`src/design/nsb_pkg.sv`:
```
package nsb_pkg;

	localparam int IMAGE_BYTES     = 4096;
	localparam int PALETTE_ENTRIES = 256;
	localparam int BITS_PER_PIXEL  = 4;

	localparam int CW         = 12;
	localparam int MOD_STAGES = CW;
	localparam int IMG_AW     = $clog2(IMAGE_BYTES);
	localparam int PAL_AW     = $clog2(PALETTE_ENTRIES);
	localparam int PIX_W      = 2 * CW + 1;
	localparam int BIT_W      = PIX_W + 4;
	localparam int BYTE_W     = BIT_W - 3;

	typedef enum logic [1:0] {
		CMD_LOAD_IMG = 2'd0,
		CMD_LOAD_PAL = 2'd1,
		CMD_SHADE    = 2'd2,
		CMD_NOP      = 2'd3
	} cmd_t;

	typedef enum logic [2:0] {
		CFG_DEST_W   = 3'd0,
		CFG_DEST_H   = 3'd1,
		CFG_SRC_W    = 3'd2,
		CFG_SRC_H    = 3'd3,
		CFG_SLICE_L  = 3'd4,
		CFG_SLICE_T  = 3'd5,
		CFG_SLICE_R  = 3'd6,
		CFG_SLICE_B  = 3'd7
	} cfg_idx_t;

	typedef enum logic [1:0] {
		AX_LO  = 2'd0,
		AX_MID = 2'd1,
		AX_HI  = 2'd2
	} axcls_t;

	typedef struct packed {
		axcls_t             cls;
		logic signed [13:0] pre;
		logic [CW-1:0]      num;
		logic               empty;
	} axis_t;

	typedef struct packed {
		logic [1:0]         cmd;
		logic [CW-1:0]      addr;
		logic [31:0]        word;
		logic [31:0]        dst;
		logic               kill;
		logic               bad;
		axcls_t             xcls;
		axcls_t             ycls;
		logic signed [13:0] xpre;
		logic signed [13:0] ypre;
	} item_t;

	// border columns map straight, far border maps from the source's far edge,
	// center gets its offset reduced later by the modulo pipe
	function automatic axis_t axis_dec(logic [CW-1:0] p, logic [CW-1:0] d,
			logic [CW-1:0] s, logic [CW-1:0] lo, logic [CW-1:0] hi);
		axis_t              r;
		logic signed [13:0] cw;
		cw      = $signed({2'b0, s}) - $signed({2'b0, lo}) - $signed({2'b0, hi});
		r.num   = p - lo;
		r.empty = 1'b0;
		r.pre   = '0;
		if (p < lo) begin
			r.cls = AX_LO;
			r.pre = $signed({2'b0, p});
		end else if ({1'b0, p} >= ({1'b0, d} - {1'b0, hi})) begin
			r.cls = AX_HI;
			r.pre = $signed({2'b0, s}) - $signed({2'b0, d}) + $signed({2'b0, p});
		end else begin
			r.cls   = AX_MID;
			r.empty = (cw <= 14'sd0);
		end
		return r;
	endfunction

	// x / 255 for x < 65280
	function automatic logic [7:0] div255(logic [15:0] x);
		logic [16:0] t;
		t = {1'b0, x} + {9'b0, x[15:8]} + 17'd1;
		return t[15:8];
	endfunction

endpackage

```
`src/design/nsb_mod_pipe.sv`:
```
module nsb_mod_pipe import nsb_pkg::*; (
	input  logic          clk,
	input  logic          en,
	input  logic [CW-1:0] num,
	input  logic [CW-1:0] div,
	output logic [CW-1:0] rem
);

	logic [CW-1:0] rem_s [MOD_STAGES];
	logic [CW-1:0] num_s [MOD_STAGES];

	// restoring remainder, one dividend bit per stage, MSB first
	function automatic logic [CW-1:0] rstep(logic [CW-1:0] r, logic b, logic [CW-1:0] d);
		logic [CW:0] t;
		t = {r, b};
		if (t >= {1'b0, d})
			t = t - {1'b0, d};
		return t[CW-1:0];
	endfunction

	always_ff @(posedge clk) begin
		if (en) begin
			rem_s[0] <= rstep('0, num[CW-1], div);
			num_s[0] <= num;
			for (int k = 1; k < MOD_STAGES; k++) begin
				rem_s[k] <= rstep(rem_s[k-1], num_s[k-1][CW-1-k], div);
				num_s[k] <= num_s[k-1];
			end
		end
	end

	assign rem = rem_s[MOD_STAGES-1];

endmodule

```
`config.mk`:
```
export PLATFORM = sky130hd
export DESIGN_NAME = nsb_mod_pipe
export DESIGN_NICKNAME = d
export VERILOG_FILES = /design/src/design/nsb_pkg.sv /design/src/design/nsb_mod_pipe.sv
export SDC_FILE = /design/constraint.sdc
export NUM_CORES = 1
export LEC_CHECK = 0
export ABC_CLOCK_PERIOD_IN_PS = 4710
export BUFFER_PORTS_ARGS = -buffer_cell sky130_fd_sc_hd__buf_2
export CAP_MARGIN = 20
export CORE_ASPECT_RATIO = 1.2
export CORE_MARGIN = 2
export CORE_UTILIZATION = 50
export DETAILED_ROUTE_END_ITERATION = 12
export PLACE_DENSITY_LB_ADDON = 0.15
export SLEW_MARGIN = 20
export SYNTH_ARGS = -nofsm -noshare
export SYNTH_HDL_FRONTEND = slang
export SYNTH_SLANG_ARGS = --single-unit
export TNS_END_PERCENT = 10
```
`constraint.sdc`:
```
create_clock -name clk -period 4.71 [get_ports clk]
set_input_delay 0.7065 -clock clk [delete_from_list [all_inputs] [get_ports clk]]
set_output_delay 0.7065 -clock clk [all_outputs]
set_load 0.1 [all_outputs]
```
==> impl_metrics.ini <==
[run_status]
status = finished clean

[clock_tree]
clkTransAtPathRegs_ps = 60
hold_buffers = 0
postCtsSetupRepairBufs = 0
cts-root-buf = clkbuf_16
cts-resized-gates = 0
cts_tree = yes
cts_max_level = 1
clk_latency_ps = 530
clockBufferDepth = 3
clock_sinks = 210
cts_buffers = 24

[power_and_ir_drop]
power_density_nw_per_um2 = 646
totalPowerFinal_w = 0.00998
ir_drop_mv = 0.306
p_leak_nw = 6.06

[floorplan]
die_w_um = 157
fp.coreArea_um2 = 27700
start_util = 0.505
rows = 67
floorplan.die_area_um2 = 29400
io_pins = 38
die_h_um = 187

[detailed_routing]
first_pass_iters = 5
wl_um = 30000
detail_route.iter0.violations = 459
ant_nets = 0
wl_per_cell_um = 18.3
via_per_inst = 5.70
num_vias = 9373
drc = 0

[timing]
finalHoldWorstSlack_ps = 352
clock.fmax_mhz = 297
slew_viol_final = 0
setup_viol = 0
final.setup.tns_ps = 0
period_share = 0.716
final_hold_viol_count = 0
relSlewSlack = 0.362
worst_pin_slew_ps = 957
clock_skew_ps = 18.9
rsz0062_at_grt = no
period_needed_ps = 3370

[logic_synthesis]
synth_common_cells = 210 x edfxtp_1, 134 x ha_1, 110 x mux2_2
synthFlopType = edfxtp_1
synth_area_um2 = 14000
ys_types = 58
yosys_warnings = 0
seq_area_frac_synth = 0.450
synth_top_cell_by_area = edfxtp_1
synthArstFlopShare = 0
syn_avg_cell_area_um2 = 11.8
synthTopCellsByArea = edfxtp_1 45%, ha_1 12%, mux2_2 8.8%
synth_fp_nets = 1358
synth-seq-cells = 210
yosysMostFrequentCell = edfxtp_1
synthCells = 1187
synth_edf_count = 210
yosysTopAreaCellShare = 0.450

[finish]
nets = 1419
multi_input_area_um2 = 7340
n_antenna_cell = 0
fillers = 2355
fin_cells = 1644
drive_above_1_share = 0.183
register_area_um2 = 6310
area_growth_syn_to_layout_pct = 10.4

[job]
cap_violations = 0

[global_route]
grt-busiest-layer = met2
grt_pass1_vias = 9425
grtUsageTotal = 0.209
grt_max_degree = 117
grt_overflow_total = 0
grt_use_met3 = 0.0259
met2_usage = 0.378
antenna_found_initial = 0
groute.layer.met1.usage = 0.258
grt_first_pass_wirelength_um = 48500

[placed_design]
place_hpwl_um = 21800
port_buffers = 37
gp_congestion = 0.912
placedCellCount = 1601

[min_path]
min_path_type = in2reg

[critical_path]
start_kind = primary input
cp.required_ps = 4990
end_kind = flip-flop
arrival_ps = 3650
path_class = in2reg
crit_fanout = 12
worst max-delay path, stage by stage:
cell and delay (ps):
buf_2 100, inv_1 420, ha_1 390, o21ai_0 180, a21oi_1 90, o21ai_2 160
a21oi_1 110, o2111a_1 280, a2111oi_4 780, mux2_2 410
logic make-up after synthesis:
logic type	Yosys count	synth area share
fa+ha+maj	145	0.135
mux	134	0.109
flops	210	0.450
buf+inv	73	0.0255
compound gates	274	0.135
xor+xnor	93	0.0581
simple gates	258	0.0872
cells in the final DEF (no fill, tap or decap), types with 6 or more instances in the layout:
| master | instances |
|---|---|
| nor2_1 | 98 |
| clkinv_2 | 6 |
| and3_1 | 8 |
| xor2_1 | 53 |
| o21a_1 | 15 |
| edfxtp_1 | 210 |
| o21ai_0 | 55 |
| xnor2_1 | 40 |
| nand2b_1 | 17 |
| fa_1 | 11 |
| buf_4 | 22 |
| mux2_2 | 110 |
| a21oi_1 | 72 |
| a21o_1 | 27 |
| nand4_1 | 10 |
| nor3_1 | 18 |
| nand2_1 | 54 |
| mux2i_1 | 14 |
| inv_1 | 48 |
| clkbuf_16 | 24 |
| a211oi_1 | 34 |
| nand3_1 | 14 |
| ha_1 | 134 |
| buf_2 | 36 |
| mux2_4 | 9 |
| nor2b_1 | 12 |
| clkbuf_1 | 6 |
| o41a_1 | 6 |
| o21bai_1 | 6 |
registers in the layout, indices dropped and copies added, names as in the netlist:
signal  cells
num_s      66
rem_s     144
worst paths after layout:
kind | startpoint | endpoint | slack [ps] | cells past startpoint
min | num[3] | num_s[0][3] | 350 | 1
max | div[2] | rem_s[2][20] | 1340 | 10
min reg2reg | num_s[4][1] | num_s[5][1] | 420 | 0
max reg2reg | rem_s[2][1] | rem_s[2][20] | 1670 | 8
final cells by class:
class / count / share of cell area
Multi-Input combinational cell: 904 / 0.475
Sequential cell: 210 / 0.408
Clock buffer: 30 / 0.0403
Tap cell: 379 / 0.0307
Timing Repair Buffer: 60 / 0.0245
Inverter: 48 / 0.0117
Clock inverter: 13 / 0.00979
metrics by stage:
step | setup slack [ps] | area, µm² | utilization
3_3_place_gp | 821 | 14700 | 0.529
4_1_cts | 1350 | 15500 | 0.557
3_5_place_dp | 799 | 14700 | 0.529
5_1_grt | 1130 | 15500 | 0.557
6_report | 1340 | 15500 | 0.557
2_1_floorplan | 1170 | 14000 | -
layer usage:
metal	part of all wire	up-vias	wire, µm
met1	0.43	4478	12800
li1	-	4679	-
met5	0	-	0
met4	0.034	0	1010
met3	0.034	56	1020
met2	0.51	160	15200
report_power, final:
| group | internal [W] | switching, W | leakage (nW) |
|---|---|---|---|
| clock network | 0.00110 | 0.000750 | 0.379 |
| registers | 0.00290 | 0.000312 | 2.05 |
| logic | 0.00230 | 0.00262 | 3.63 |
| total | 0.00630 | 0.00368 | 6.06 |
(Power assumes the default switching activity.)
